$ cat src/sensor_frame_receiver_unit_defines.svh
// assertion macros for the frame receiver
`ifndef SENSOR_FRAME_RECEIVER_UNIT_DEFINES_SVH
`define SENSOR_FRAME_RECEIVER_UNIT_DEFINES_SVH

// same-cycle implication, clocked on clk_i, off while in reset
`define SFR_ASSERT_NOW(lbl, ante, cons) \
  lbl: assert property (@(posedge clk_i) disable iff (!rst_ni) (ante) |-> (cons)) \
    else $error("frame receiver check failed");

// next-cycle implication, clocked on clk_i, off while in reset
`define SFR_ASSERT_NEXT(lbl, ante, cons) \
  lbl: assert property (@(posedge clk_i) disable iff (!rst_ni) (ante) |=> (cons)) \
    else $error("frame receiver check failed");

`endif

$ cat src/sfr_pkg.sv
`default_nettype none

package sfr_pkg;

  // frame layout
  localparam int unsigned PAYLOAD_BYTES_DEF = 17;
  localparam logic [7:0]  HDR1              = 8'hAA;
  localparam logic [7:0]  HDR2              = 8'h55;
  localparam logic [7:0]  HDR_SUM           = 8'hFF;

  // register reset values
  localparam logic [7:0]  HUNT_LIMIT_RST    = 8'd200;
  localparam logic [15:0] TIMEOUT_RST       = 16'd1000;

  // apb port geometry
  localparam int unsigned APB_ADDR_W        = 3;
  localparam int unsigned APB_DATA_W        = 32;
  localparam int unsigned REG_SEL_BIT       = 2;

  typedef enum logic {
    REG_HUNT_LIMIT = 1'b0,
    REG_TIMEOUT    = 1'b1
  } reg_idx_e;

  typedef enum logic [2:0] {
    ST_OK      = 3'd0,
    ST_BADLEN  = 3'd1,
    ST_BADSUM  = 3'd2,
    ST_TIMEOUT = 3'd3,
    ST_NOHDR   = 3'd4
  } status_e;

  typedef enum logic [2:0] {
    PH_HUNT1 = 3'd0,
    PH_HUNT2 = 3'd1,
    PH_LEN   = 3'd2,
    PH_DATA  = 3'd3,
    PH_SUM   = 3'd4
  } phase_e;

  typedef struct packed {
    logic [7:0]  hunt_limit;
    logic [15:0] timeout_ticks;
  } cfg_t;

  // what one accepted request leaves for the output side
  typedef struct packed {
    logic    err;
    status_e status;
    logic    start;
  } res_t;

endpackage

`default_nettype wire

$ cat src/sfr_if.sv
`default_nettype none

// input channel: one received byte or one time tick per request
interface sfr_in_if;
  logic       valid;
  logic       ready;
  logic       cmd;
  logic [7:0] rx_byte;

  modport source (output valid, output cmd, output rx_byte, input ready);
  modport sink   (input valid, input cmd, input rx_byte, output ready);
endinterface

// output channel: one payload byte or one error per request
interface sfr_out_if;
  logic       valid;
  logic       ready;
  logic [2:0] status;
  logic [7:0] data_byte;
  logic [4:0] byte_index;
  logic       last;

  modport source (output valid, output status, output data_byte, output byte_index,
                  output last, input ready);
  modport sink   (input valid, input status, input data_byte, input byte_index,
                  input last, output ready);
endinterface

`default_nettype wire

$ cat src/sfr_regs.sv
`default_nettype none

module sfr_regs
  import sfr_pkg::*;
(
  input  wire logic                  clk_i,
  input  wire logic                  rst_ni,
  input  wire logic                  psel,
  input  wire logic                  penable,
  input  wire logic                  pwrite,
  input  wire logic [APB_ADDR_W-1:0] paddr,
  input  wire logic [APB_DATA_W-1:0] pwdata,
  output logic      [APB_DATA_W-1:0] prdata,
  output logic                       pready,
  output cfg_t                       cfg_o
);

  cfg_t     cfg_q, cfg_d;
  reg_idx_e idx;
  logic     wr_en;

  assign pready = 1'b1;
  assign idx    = reg_idx_e'(paddr[REG_SEL_BIT]);
  assign wr_en  = psel & penable & pwrite;

  // register write decode
  always_comb begin
    cfg_d = cfg_q;
    if (wr_en) begin
      case (idx)
        REG_HUNT_LIMIT: cfg_d.hunt_limit    = pwdata[7:0];
        REG_TIMEOUT:    cfg_d.timeout_ticks = pwdata[15:0];
        default:        cfg_d = cfg_q;
      endcase
    end
  end

  always_ff @(posedge clk_i or negedge rst_ni) begin
    if (!rst_ni) begin
      cfg_q.hunt_limit    <= HUNT_LIMIT_RST;
      cfg_q.timeout_ticks <= TIMEOUT_RST;
    end else begin
      cfg_q <= cfg_d;
    end
  end

  // read mux
  always_comb begin
    case (idx)
      REG_HUNT_LIMIT: prdata = {24'd0, cfg_q.hunt_limit};
      REG_TIMEOUT:    prdata = {16'd0, cfg_q.timeout_ticks};
      default:        prdata = '0;
    endcase
  end

  assign cfg_o = cfg_q;

endmodule

`default_nettype wire

$ cat src/sfr_parser.sv
`default_nettype none

module sfr_parser
  import sfr_pkg::*;
#(
  parameter  int unsigned PAYLOAD_BYTES = PAYLOAD_BYTES_DEF,
  localparam int unsigned IDX_W = (PAYLOAD_BYTES > 1) ? $clog2(PAYLOAD_BYTES) : 1
) (
  input  wire logic             clk_i,
  input  wire logic             rst_ni,
  input  wire cfg_t             cfg_i,
  input  wire logic             acc_i,
  input  wire logic             cmd_i,
  input  wire logic [7:0]       rx_byte_i,
  output res_t                  res_o,
  output logic                  we_o,
  output logic [IDX_W-1:0]      waddr_o,
  output logic [7:0]            wdata_o
);

  localparam int unsigned CNT_W = $clog2(PAYLOAD_BYTES + 1);

  phase_e           phase_q, phase_d;
  logic [CNT_W-1:0] cnt_q, cnt_d;
  logic [7:0]       hunt_q, hunt_d;
  logic [15:0]      idle_q, idle_d;
  logic             idle_rep_q, idle_rep_d;
  logic [7:0]       sum_q, sum_d;
  logic [7:0]       len_q, len_d;
  logic [7:0]       hunt_inc;

  assign hunt_inc = hunt_q + 8'd1;
  assign waddr_o  = cnt_q[IDX_W-1:0];
  assign wdata_o  = rx_byte_i;

  // frame state machine, one request per cycle while acc_i is high
  always_comb begin
    phase_d    = phase_q;
    cnt_d      = cnt_q;
    hunt_d     = hunt_q;
    idle_d     = idle_q;
    idle_rep_d = idle_rep_q;
    sum_d      = sum_q;
    len_d      = len_q;
    res_o      = '{err: 1'b0, status: ST_OK, start: 1'b0};
    we_o       = 1'b0;
    if (acc_i) begin
      if (cmd_i) begin
        // time tick: idle counter saturates, timeout once per idle spell
        if (idle_q != 16'hFFFF) begin
          idle_d = idle_q + 16'd1;
        end
        if (idle_d >= cfg_i.timeout_ticks && !idle_rep_q) begin
          idle_rep_d = 1'b1;
          phase_d    = PH_HUNT1;
          hunt_d     = '0;
          cnt_d      = '0;
          sum_d      = '0;
          res_o.err    = 1'b1;
          res_o.status = ST_TIMEOUT;
        end
      end else begin
        idle_d     = '0;
        idle_rep_d = 1'b0;
        case (phase_q)
          PH_HUNT1, PH_HUNT2: begin
            if (phase_q == PH_HUNT2 && rx_byte_i == HDR2) begin
              phase_d = PH_LEN;
              hunt_d  = '0;
              sum_d   = HDR_SUM;
              cnt_d   = '0;
            end else if (hunt_inc >= cfg_i.hunt_limit) begin
              phase_d = PH_HUNT1;
              hunt_d  = '0;
              cnt_d   = '0;
              sum_d   = '0;
              res_o.err    = 1'b1;
              res_o.status = ST_NOHDR;
            end else begin
              hunt_d  = hunt_inc;
              phase_d = (rx_byte_i == HDR1) ? PH_HUNT2 : PH_HUNT1;
            end
          end
          PH_LEN: begin
            len_d   = rx_byte_i;
            sum_d   = sum_q + rx_byte_i;
            cnt_d   = '0;
            phase_d = PH_DATA;
          end
          PH_DATA: begin
            we_o  = 1'b1;
            sum_d = sum_q + rx_byte_i;
            cnt_d = cnt_q + CNT_W'(1);
            if (cnt_q == CNT_W'(PAYLOAD_BYTES - 1)) begin
              phase_d = PH_SUM;
            end
          end
          PH_SUM: begin
            phase_d = PH_HUNT1;
            hunt_d  = '0;
            cnt_d   = '0;
            sum_d   = '0;
            // length is checked before the checksum
            if (len_q != 8'(PAYLOAD_BYTES)) begin
              res_o.err    = 1'b1;
              res_o.status = ST_BADLEN;
            end else if (sum_q != rx_byte_i) begin
              res_o.err    = 1'b1;
              res_o.status = ST_BADSUM;
            end else begin
              res_o.start  = 1'b1;
            end
          end
          default: begin
            phase_d = PH_HUNT1;
            hunt_d  = '0;
            cnt_d   = '0;
            sum_d   = '0;
          end
        endcase
      end
    end
  end

  always_ff @(posedge clk_i or negedge rst_ni) begin
    if (!rst_ni) begin
      phase_q    <= PH_HUNT1;
      cnt_q      <= '0;
      hunt_q     <= '0;
      idle_q     <= '0;
      idle_rep_q <= 1'b0;
      sum_q      <= '0;
      len_q      <= '0;
    end else begin
      phase_q    <= phase_d;
      cnt_q      <= cnt_d;
      hunt_q     <= hunt_d;
      idle_q     <= idle_d;
      idle_rep_q <= idle_rep_d;
      sum_q      <= sum_d;
      len_q      <= len_d;
    end
  end

endmodule

`default_nettype wire

$ cat src/sfr_store.sv
`default_nettype none

module sfr_store
  import sfr_pkg::*;
#(
  parameter  int unsigned PAYLOAD_BYTES = PAYLOAD_BYTES_DEF,
  localparam int unsigned IDX_W = (PAYLOAD_BYTES > 1) ? $clog2(PAYLOAD_BYTES) : 1
) (
  input  wire logic             clk_i,
  input  wire logic             we_i,
  input  wire logic [IDX_W-1:0] waddr_i,
  input  wire logic [7:0]       wdata_i,
  input  wire logic [IDX_W-1:0] raddr_i,
  output logic      [7:0]       rdata_o
);

  logic [7:0] mem [PAYLOAD_BYTES];
  logic [7:0] rdata_q;

  // one write port, one registered read port
  always_ff @(posedge clk_i) begin
    if (we_i) begin
      mem[waddr_i] <= wdata_i;
    end
    rdata_q <= mem[raddr_i];
  end

  assign rdata_o = rdata_q;

endmodule

`default_nettype wire

$ cat src/sfr_emit.sv
`default_nettype none

module sfr_emit
  import sfr_pkg::*;
#(
  parameter  int unsigned PAYLOAD_BYTES = PAYLOAD_BYTES_DEF,
  localparam int unsigned IDX_W = (PAYLOAD_BYTES > 1) ? $clog2(PAYLOAD_BYTES) : 1
) (
  input  wire logic             clk_i,
  input  wire logic             rst_ni,
  input  wire res_t             res_i,
  input  wire logic [7:0]       rdata_i,
  output logic      [IDX_W-1:0] raddr_o,
  output logic                  busy_o,
  sfr_out_if.source             out_o
);

  logic             burst_q, burst_d;
  logic [IDX_W-1:0] idx_q, idx_d;
  logic             valid_q, valid_d;
  status_e          status_q, status_d;
  logic [7:0]       data_q, data_d;
  logic [4:0]       bidx_q, bidx_d;
  logic             last_q, last_d;
  logic             free;
  logic             load;
  logic             at_end;

  assign free   = !valid_q || out_o.ready;
  assign load   = burst_q && free;
  assign at_end = (idx_q == IDX_W'(PAYLOAD_BYTES - 1));

  // output register; a burst walks the store, read data lands in the following cycle
  always_comb begin
    valid_d  = valid_q && !out_o.ready;
    status_d = status_q;
    data_d   = data_q;
    bidx_d   = bidx_q;
    last_d   = last_q;
    burst_d  = burst_q;
    idx_d    = idx_q;
    if (res_i.err) begin
      valid_d  = 1'b1;
      status_d = res_i.status;
      data_d   = '0;
      bidx_d   = '0;
      last_d   = 1'b1;
    end else if (res_i.start) begin
      burst_d  = 1'b1;
      idx_d    = '0;
    end else if (load) begin
      valid_d  = 1'b1;
      status_d = ST_OK;
      data_d   = rdata_i;
      bidx_d   = 5'(idx_q);
      last_d   = at_end;
      if (at_end) begin
        burst_d = 1'b0;
        idx_d   = '0;
      end else begin
        idx_d   = idx_q + IDX_W'(1);
      end
    end
  end

  // the store is read at the entry the next output load needs
  assign raddr_o = idx_d;
  assign busy_o  = burst_q;

  always_ff @(posedge clk_i or negedge rst_ni) begin
    if (!rst_ni) begin
      burst_q <= 1'b0;
      idx_q   <= '0;
      valid_q <= 1'b0;
    end else begin
      burst_q <= burst_d;
      idx_q   <= idx_d;
      valid_q <= valid_d;
    end
  end

  always_ff @(posedge clk_i) begin
    status_q <= status_d;
    data_q   <= data_d;
    bidx_q   <= bidx_d;
    last_q   <= last_d;
  end

  assign out_o.valid      = valid_q;
  assign out_o.status     = status_q;
  assign out_o.data_byte  = data_q;
  assign out_o.byte_index = bidx_q;
  assign out_o.last       = last_q;

endmodule

`default_nettype wire

$ cat src/sensor_frame_receiver_unit.sv
// an error result is registered and valid in the cycle after its request
// good frame: the checksum request sets the burst flag, then byte 0 is loaded
// into the output register, then one byte per cycle if out_o is ready; input waits
// out the burst, else one request per cycle if out_o is free (parser state loop)
// reset: async active low clears control state and sets hunt_limit 200,
// timeout_ticks 1000; the payload store needs no clearing, no sweep after reset
`default_nettype none
`include "sensor_frame_receiver_unit_defines.svh"

module sensor_frame_receiver_unit
  import sfr_pkg::*;
#(
  parameter int unsigned PAYLOAD_BYTES = PAYLOAD_BYTES_DEF
) (
  input  wire logic                  clk_i,
  input  wire logic                  rst_ni,
  sfr_in_if.sink                     in_i,
  sfr_out_if.source                  out_o,
  input  wire logic                  psel,
  input  wire logic                  penable,
  input  wire logic                  pwrite,
  input  wire logic [APB_ADDR_W-1:0] paddr,
  input  wire logic [APB_DATA_W-1:0] pwdata,
  output logic      [APB_DATA_W-1:0] prdata,
  output logic                       pready
);

  localparam int unsigned IDX_W = (PAYLOAD_BYTES > 1) ? $clog2(PAYLOAD_BYTES) : 1;

  cfg_t             cfg;
  res_t             res;
  logic             acc;
  logic             busy;
  logic             we;
  logic [IDX_W-1:0] waddr;
  logic [7:0]       wdata;
  logic [IDX_W-1:0] raddr;
  logic [7:0]       rdata;
  logic             err_out;
  logic             err_clean;
  logic             ok_last;
  logic             last_at_end;

  // interlock: no new request while a burst reads the store
  assign in_i.ready = !busy && (!out_o.valid || out_o.ready);
  assign acc        = in_i.valid && in_i.ready;

  sfr_regs u_regs (
    .clk_i   (clk_i),
    .rst_ni  (rst_ni),
    .psel    (psel),
    .penable (penable),
    .pwrite  (pwrite),
    .paddr   (paddr),
    .pwdata  (pwdata),
    .prdata  (prdata),
    .pready  (pready),
    .cfg_o   (cfg)
  );

  sfr_parser #(.PAYLOAD_BYTES(PAYLOAD_BYTES)) u_parser (
    .clk_i     (clk_i),
    .rst_ni    (rst_ni),
    .cfg_i     (cfg),
    .acc_i     (acc),
    .cmd_i     (in_i.cmd),
    .rx_byte_i (in_i.rx_byte),
    .res_o     (res),
    .we_o      (we),
    .waddr_o   (waddr),
    .wdata_o   (wdata)
  );

  sfr_store #(.PAYLOAD_BYTES(PAYLOAD_BYTES)) u_store (
    .clk_i   (clk_i),
    .we_i    (we),
    .waddr_i (waddr),
    .wdata_i (wdata),
    .raddr_i (raddr),
    .rdata_o (rdata)
  );

  sfr_emit #(.PAYLOAD_BYTES(PAYLOAD_BYTES)) u_emit (
    .clk_i   (clk_i),
    .rst_ni  (rst_ni),
    .res_i   (res),
    .rdata_i (rdata),
    .raddr_o (raddr),
    .busy_o  (busy),
    .out_o   (out_o)
  );

  // terms for the checks
  assign err_out     = out_o.valid && (out_o.status != ST_OK);
  assign err_clean   = (out_o.data_byte == 8'd0) && (out_o.byte_index == 5'd0) && out_o.last;
  assign ok_last     = out_o.valid && (out_o.status == ST_OK) && out_o.last;
  assign last_at_end = (out_o.byte_index == 5'(PAYLOAD_BYTES - 1));

  // checks
  `SFR_ASSERT_NOW(a_no_write_in_burst, busy, !we)
  `SFR_ASSERT_NEXT(a_start_opens_burst, res.start, busy)
  `SFR_ASSERT_NOW(a_error_fields, err_out, err_clean)
  `SFR_ASSERT_NOW(a_last_index, ok_last, last_at_end)

endmodule

`default_nettype wire
$ cat src/flat_wrapper.sv
// flat-port wrapper written by rule: the top's interface ports become plain ports
module sensor_frame_receiver_unit_flat import sfr_pkg::*;
#(
  parameter int unsigned PAYLOAD_BYTES = PAYLOAD_BYTES_DEF
)
  (clk_i, rst_ni, psel, penable, pwrite, paddr, pwdata, prdata, pready, in_i_valid, in_i_cmd, in_i_rx_byte, in_i_ready, out_o_valid, out_o_status, out_o_data_byte, out_o_byte_index, out_o_last, out_o_ready);
  sfr_in_if in_i_i ();
  sfr_out_if out_o_i ();
  input  wire logic clk_i;
  input  wire logic rst_ni;
  input  wire logic psel;
  input  wire logic penable;
  input  wire logic pwrite;
  input  wire logic [APB_ADDR_W-1:0] paddr;
  input  wire logic [APB_DATA_W-1:0] pwdata;
  output logic      [APB_DATA_W-1:0] prdata;
  output logic pready;
  input wire logic [$bits(in_i_i.valid)-1:0] in_i_valid;
  input wire logic [$bits(in_i_i.cmd)-1:0] in_i_cmd;
  input wire logic [$bits(in_i_i.rx_byte)-1:0] in_i_rx_byte;
  output wire logic [$bits(in_i_i.ready)-1:0] in_i_ready;
  output wire logic [$bits(out_o_i.valid)-1:0] out_o_valid;
  output wire logic [$bits(out_o_i.status)-1:0] out_o_status;
  output wire logic [$bits(out_o_i.data_byte)-1:0] out_o_data_byte;
  output wire logic [$bits(out_o_i.byte_index)-1:0] out_o_byte_index;
  output wire logic [$bits(out_o_i.last)-1:0] out_o_last;
  input wire logic [$bits(out_o_i.ready)-1:0] out_o_ready;
  assign in_i_i.valid = in_i_valid;
  assign in_i_i.cmd = in_i_cmd;
  assign in_i_i.rx_byte = in_i_rx_byte;
  assign in_i_ready = in_i_i.ready;
  assign out_o_valid = out_o_i.valid;
  assign out_o_status = out_o_i.status;
  assign out_o_data_byte = out_o_i.data_byte;
  assign out_o_byte_index = out_o_i.byte_index;
  assign out_o_last = out_o_i.last;
  assign out_o_i.ready = out_o_ready;
  sensor_frame_receiver_unit #(.PAYLOAD_BYTES(PAYLOAD_BYTES)) u_core (.clk_i(clk_i), .rst_ni(rst_ni), .in_i(in_i_i), .out_o(out_o_i), .psel(psel), .penable(penable), .pwrite(pwrite), .paddr(paddr), .pwdata(pwdata), .prdata(prdata), .pready(pready));
endmodule
$ cat config.mk
export PLATFORM = sky130hd
export DESIGN_NAME = sensor_frame_receiver_unit_flat
export DESIGN_NICKNAME = d
export VERILOG_FILES = /design/src/sfr_pkg.sv /design/src/sfr_if.sv /design/src/sfr_regs.sv /design/src/sfr_parser.sv /design/src/sfr_store.sv /design/src/sfr_emit.sv /design/src/sensor_frame_receiver_unit.sv /design/src/flat_wrapper.sv
export VERILOG_INCLUDE_DIRS = /design/src /design/src/src
export SDC_FILE = /design/constraint.sdc
export NUM_CORES = 1
export LEC_CHECK = 0
export ABC_CLOCK_PERIOD_IN_PS = 3650
export BUFFER_PORTS_ARGS = -buffer_cell sky130_fd_sc_hd__buf_2
export CAP_MARGIN = 20
export CORE_MARGIN = 4
export CORE_UTILIZATION = 42
export CTS_CLUSTER_SIZE = 30
export DETAILED_ROUTE_END_ITERATION = 8
export PLACE_DENSITY = 0.69
export SLEW_MARGIN = 15
export SYNTH_ARGS = -nofsm -noshare
export SYNTH_HDL_FRONTEND = slang
export SYNTH_SLANG_ARGS = --single-unit
export TNS_END_PERCENT = 20
$ cat constraint.sdc
create_clock -name clk_i -period 3.65 [get_ports clk_i]
set_input_delay 0.5475 -clock clk_i [delete_from_list [all_inputs] [get_ports clk_i]]
set_output_delay 0.5475 -clock clk_i [all_outputs]
set_load 0.005 [all_outputs]
# --- Word-level counts from Yosys, hierarchy flattened ---
# Memories as Yosys holds them, arrays and structs flattened. A register that Yosys moved wholly into a read port is not among the register bits.
# Cells that the tools add are included.
# W data, S select, Z words.
totals:
  output_inout_bits: 52
  ramBits: 136
  register_bits: 97
  in_bits: 51
  n_memories: 1
  word_cells: 131
classes:
  mux: 58
  n_eq_ne: 16
  bitwise: 6
  n_reduce_logical: 27
  n_addsub: 5
  n_lt_le_gt_ge: 2
memory_table:
  columns: ["memory", "depth", "word_bits", "rd", "rd_clocked_by_memory_dff", "write_ports", "line_no", "source"]
  rows:
  - ["u_core.u_store.mem", 17, 8, 1, 1, 1, "sfr_store.sv:17", "logic [7:0] mem [PAYLOAD_BYTES];"]
op_table:
  columns: ["cell", "n"]
  rows:
  - ["$mux W16", 4]
  - ["$pmux W32 S2", 1]
  - ["$mux W8", 7]
  - ["$mux W5", 9]
  - ["$pmux W8 S2", 2]
  - ["$mux W4", 6]
  - ["$mux W1", 19]
  - ["$mux W3", 6]
  - ["$add A16 B1 Y16 const B", 1]
  - ["$ge A16 B16 Y1", 1]
  - ["$ne A16 B16 Y1 const B", 1]
  - ["$reduce_and A3 Y1", 5]
  - ["$add A5 B1 Y5 const B", 2]
  - ["$eq A5 B5 Y1 const B", 2]
  - ["$pmux W5 S2", 1]
  - ["$reduce_and A2 Y1", 5]
  - ["$pmux W3 S3", 1]
  - ["$add A8 B1 Y8 const B", 1]
  - ["$add A8 B8 Y8", 1]
  - ["$eq A8 B7 Y1 const B", 1]
  - ["$eq A8 B8 Y1 const B", 1]
  - ["$ge A8 B8 Y1", 1]
  - ["$ne A8 B5 Y1 const B", 1]
  - ["$ne A8 B8 Y1", 1]
  - ["16 further kinds", 34]

# --- Depth between registers and ports, before layout ---
logic_depth:
  depth_word: 12
  mapped_depth: 18

# --- Cells and area by module ---
# A second synthesis with hierarchy kept.
hier_totals:
  hier_cells: 884
  hier_area_um2: 11725.0
modules_own_cells:
  columns: ["module", "area_per_inst_um2", "n_inst", "cells_each"]
  rows:
  - ["sfr_store", 5552.8, 1, 254]
  - ["sfr_parser", 3880.0, 1, 453]
  - ["sfr_regs", 1263.7, 1, 88]
  - ["sfr_emit", 998.5, 1, 86]
  - ["sensor_frame_receiver_unit", 30.0, 1, 3]

# --- Worst setup path after synthesis ---
# Ideal clock, no wire load.
synth_timing:
  path_type: "reg2reg"
  start: "register u_core.u_parser.idle_q[3]"
  end: "register u_core.u_emit.status_q[0], in the netlist u_core.u_emit.out_o.status[0] (enable)"
  path_slack_ns: -0.197
  t_required_ns: 3.355
  period_less_slack_ns: 3.847
  stages_incl_launch_ff: 16
  arrival_ns: 3.553
  path_cell_list: "dfrtp_1 buf_2 nand3_1 nor2_1 nand4_1 or3_1 clkbuf_1 nor3b_1 xnor2_1 ha_1 nand4_1 or3_1 o32a_1 a21oi_1 o31a_1 or2_2"
synth_via:
  elab_chain_len: 11
synth_lines:
  columns: ["item", "line_no", "source"]
  rows:
  - ["start, declared", "sfr_parser.sv:26", "logic [15:0] idle_q, idle_d;"]
  - ["start signal, assigned", "sfr_parser.sv:138", "idle_q <= idle_d;"]
  - ["$add A16 B1 Y16 / $ne A16 B16 Y1 (equally long branches)", "sfr_parser.sv:51, sfr_parser.sv:50", null]
  - ["$mux W16 *", "sfr_parser.sv:50", "if (idle_q != 16'hFFFF) begin"]
  - ["$mux W16 *", "sfr_parser.sv:48", "if (cmd_i) begin"]
  - ["$mux W16 *", "sfr_parser.sv:47", "if (acc_i) begin"]
  - ["$ge A16 B16 Y1 *", "sfr_parser.sv:53", "if (idle_d >= cfg_i.timeout_ticks && !idle_rep_q) begin"]
  - ["$logic_and A1 B1 Y1 *", "sfr_parser.sv:53", null]
  - ["$mux W4 *", "sfr_parser.sv:53", null]
  - ["$mux W4 *", "sfr_parser.sv:48", null]
  - ["$mux W5 *", "sfr_parser.sv:47", null]
  - ["$ne A2 B1 Y1 (no source line) / $reduce_bool A2 Y1 (equally long branches)", null, null]
  - ["$reduce_and A2 Y1 (no source line) *", null, null]
  - ["end signal, assigned", "sfr_emit.sv:83", "status_q <= status_d;"]
  - ["end, declared", "sfr_emit.sv:21", "status_e status_q, status_d;"]
# Every way passes the cells marked *; elsewhere a longest branch is shown, timed or not. The select of a mux whose other input is x is not followed.
# A chain may end at the register's enable or synchronous reset.

# --- Worst setup path in the final report ---
layout_timing:
  start: "register u_core.u_parser.idle_q[3]"
  end: "register u_core.u_parser.cnt_q[3], in the netlist u_core.u_parser.waddr_o[3]"
layout_via:
  elab_chain_len: 8
layout_lines:
  columns: ["item", "line_no", "source"]
  rows:
  - ["$add A16 B1 Y16 / $ne A16 B16 Y1 (equally long branches)", "sfr_parser.sv:51, sfr_parser.sv:50", null]
  - ["$mux W16 *", "sfr_parser.sv:50", null]
  - ["$mux W16 *", "sfr_parser.sv:48", null]
  - ["$mux W16 *", "sfr_parser.sv:47", null]
  - ["$ge A16 B16 Y1 *", "sfr_parser.sv:53", null]
  - ["$logic_and A1 B1 Y1 *", "sfr_parser.sv:53", null]
  - ["$ne A2 B1 Y1 (no source line) *", null, null]
  - ["$reduce_and A3 Y1 (no source line) *", null, null]
  - ["end signal, assigned", "sfr_parser.sv:136", "cnt_q <= cnt_d;"]
  - ["end, declared", "sfr_parser.sv:24", "logic [CNT_W-1:0] cnt_q, cnt_d;"]
# Marked as above.

==> key figures <==
Status
  – Status: finished with violations
  – Failing checks: setup timing

Critical path
  – CP required: 4.06 ns
  – Setup crit end kind: register
  – CP arrival: 4.20 ns
  – Crit-path max FO: 6
  – Worst setup SP type: register
  – WS Path Type: reg -> reg

Die
  – Die Ht: 173 um
  – Initial Utilization: 42.5%
  – Die X-Extent: 173 um
  – Die area: 29,900 um2
  – Number of I/O pins: 103
  – Core box area: 26,800 um2
  – Cell row count: 60

Synthesis
  – Sequential element share of the synthesized area: 58.1%
  – Main synth FF type: edfxtp_1
  – #FFs+latches synth: 241
  – Yosys Warn Count: 0
  – Ys async rst share: 33.2%
  – Post-synth cell types: 69
  – Post-synth EDFFs: 139
  – Mapped Cells: 955
  – Post-Syn Area per Cell: 11.9 um2
  – Post-Syn Area: 11,400 um2

Clocking
  – H-tree levels: 1
  – Clk root buf: clkbuf_16
  – TritonCTS Buffers: 25
  – TritonCTS clock tree: yes
  – Clock tree sinks: 241
  – Clock slew at reported path FFs: 0.06 ns
  – Clk_lat worst skew: 0.54 ns
  – Clock Tree Buf Depth: 3

Route
  – Routed vias: 7,649
  – DRC: 0
  – DR iter-0 viols: 460
  – Routed wire per std cell: 17.6 um
  – Detailed Routing Iterations Pass 1: 5
  – WL final: 25,600 um
  – Via/cell ratio: 5.26
  – Post-route ant nets: 0

Place
  – Placed cell area: 12,600 um2
  – Dpl cells: 1,397
  – I/O Buffers: 67
  – DP HPWL: 17,400 um
  – Pre-CTS WS: -0.0829 ns
  – GPL Wtd Cong: 0.808

Global route
  – Gr ovfl total: 0
  – First-pass GRT wire length: 40,700 um
  – Largest net degree at the start of global routing: 81
  – Vias in the first global route: 7,690
  – Tot GR Track Use: 16.6%
  – Antenna violations before repair: 1

Layout
  – Fill cells: 2,298
  – Final Cell Area: 13,700 um2
  – Antenna Cells: 0
  – Cell Count, Final, Fillers Out: 1,455
  – Net count reported at finish: 1,186
  – Synthesis-to-layout area growth: 20.2%
  – Share of post-route cells with drive strength above 1: 25.0%

Power and ir drop
  – Worst vdd ir: 0.376 mV
  – Power Dens Cells: 675 nW/um2
  – Static Leak: 0.00580 uW
  – Power, Total: 9250 uW

STA
  – Final setup violating endpoints: 39
  – Final hold vios: 0
  – Max Freq: 264 MHz
  – Skew final: 0.0122 ns
  – Worst Max-Slew Pin Slew: 1.01 ns
  – Min cycle time layout: 3.79 ns
  – Slew HR: 32.1%
  – RSZ-0062 raised after global routing: yes
  – Final period util: 104%
  – PnR worst setup slack: -0.138 ns
  – Slew Limit Fails: 0

Worst hold path
  – Worst hold path class: in -> reg

Run
  – Number of maximum-capacitance violations: 0
## stage by stage
step	TNS, ns	hold WS, ns	utilization [%]
3_3_place_gp	-0.125	0.433	46.8
3_5_place_dp	-0.803	0.438	46.8
4_1_cts	0	0.226	50.1
5_1_grt	-7.55	0.238	51.1
2_1_floorplan	0	0.252	-
6_report	-2.19	0.246	51.1
## critical path, stage by stage, from the launching register on
cell	delay, ns
dfrtp_1	0.37
nand3_2	0.12
nor2_4	0.13
nand4_1	0.17
or3_4	0.45
buf_6	0.16
nor3b_4	0.15
xnor2_1	0.14
ha_1	0.30
nand4_1	0.10
or3_1	0.31
o32a_1	0.41
a21oi_4	0.27
nand2_4	0.11
buf_8	0.15
a221o_1	0.33
## where the power goes
group	internal, uW	switching [uW]	total [uW]
sequential	3190	190	3380
combinational	1470	1840	3310
clock	1510	1050	2560
## layout make-up
cell class | count | area [um2] | area share [%]
Clock buffer | 34 | 711 | 5.19
Clock inverter | 12 | 125 | 0.913
Inverter | 36 | 138 | 1.00
Multi-Input combinational cell | 635 | 4530 | 33.0
Sequential cell | 241 | 6630 | 48.4
Tap cell | 341 | 427 | 3.11
Timing Repair Buffer | 156 | 1150 | 8.38
## cells by family after synthesis
logic type               share of synthesized area, %
AO/OA/AOI/OAI                                    8.90
flip-flops                                       58.1
XOR/XNOR                                         2.07
adder cells (fa/ha/maj)                          4.45
AND/OR/NAND/NOR                                  13.0
multiplexers                                     9.26
other                                          0.0659
buffers and inverters                            4.17
## final timing paths
kind / cells past startpoint / slack [ns] / end / startpoint
max in group asynchronous: 3 / 2.53 / u_core.u_regs.cfg_o[9] / rst_ni
min reg2reg: 2 / 0.45 / u_core.u_emit.out_o.data_byte[6] / u_core.u_store.rdata_o[6]
max: 15 / -0.14 / u_core.u_parser.waddr_o[3] / u_core.u_parser.idle_q[3]
max reg2reg: 15 / -0.14 / u_core.u_parser.waddr_o[3] / u_core.u_parser.idle_q[3]
min: 2 / 0.25 / u_core.u_regs.cfg_o[13] / pwdata[13]
min in group asynchronous: 2 / 0.46 / u_core.u_emit.idx_q[4] / rst_ni
## routing by layer
layer  wire length (um)  GRT usage, %  vias to the layer above  share of wire (%)
met4                603          4.32                        2                2.4
met1              11300          22.2                     3721                 44
met2              12700          28.7                      165                 50
met5                 11             0                        -              0.043
li1                   -             -                     3714                  -
met3               1010          2.45                       47                3.9
## Yosys cell counts, types with 3 or more instances
master	count	area, um2
mux2_2	36	405
a21boi_0	3	22.5
clkbuf_1	20	75.1
xor2_1	6	52.6
buf_6	4	45.0
a22o_1	13	114
buf_2	12	60.1
mux2i_1	65	651
nor3_1	10	50.1
nand2_1	142	533
or2_2	4	25.0
a21oi_1	29	145
a21o_1	26	195
a32oi_1	8	70.1
nand4_1	22	138
inv_1	35	131
or3_1	5	31.3
o21ai_1	9	45.0
and2_1	10	62.6
buf_4	20	150
o311ai_1	8	70.1
o21ai_0	22	110
dfstp_2	9	236
xnor2_1	21	184
and3_1	12	75.1
nor2b_1	3	18.8
edfxtp_1	139	4170
nand3_1	17	85.1
dfrtp_1	71	1780
nand2b_1	13	81.3
o31ai_1	5	37.5
ha_1	39	488
dfxtp_1	22	440
a211oi_1	8	60.1
nor2_1	41	154
## repair_timing
action / CTS / global route
endpoints found under the setup margin: 22 / 43
hold endpoints to repair: 0 / 19
cloned: 0 / 2
buffers inserted: 2 / 6
pin swaps: 3 / 22
gates resized for setup: 2 / 39
hold buffers: 0 / 1
## flip-flops by register name, summed over array words and instances, names as in the netlist
name,cells
u_core.u_store.rdata_o,8
u_core.u_emit.out_o.data_byte,8
u_core.u_parser.len_q,8
u_core.u_parser.waddr_o,5
u_core.u_emit.busy_o,1
u_core.u_parser.sum_q,8
u_core.u_emit.idx_q,5
u_core.u_emit.out_o.valid,1
u_core.u_parser.phase_q,3
u_core.u_parser.hunt_q,8
u_core.u_parser.idle_q,16
u_core.u_emit.out_o.status,3
u_core.u_store.mem,136
u_core.u_regs.cfg_o,24
u_core.u_parser.idle_rep_q,1
u_core.u_emit.out_o.byte_index,5
u_core.u_emit.out_o.last,1
## layout by cell type (no fill, tap or decap), drive strengths merged, types with 9 or more instances in the layout
master	count
nand3	17
clkbuf	36
nand2	142
conb	17
xnor2	21
mux2	36
dfxtp	22
dfrtp	71
and2	10
a22o	13
edfxtp	139
nor3	12
a21oi	29
dfstp	9
o21ai	32
nand2b	13
mux2i	65
nand4	22
nor2	42
buf	153
ha	39
and3	12
inv	37
a21o	26
(Power assumes the default switching activity.)
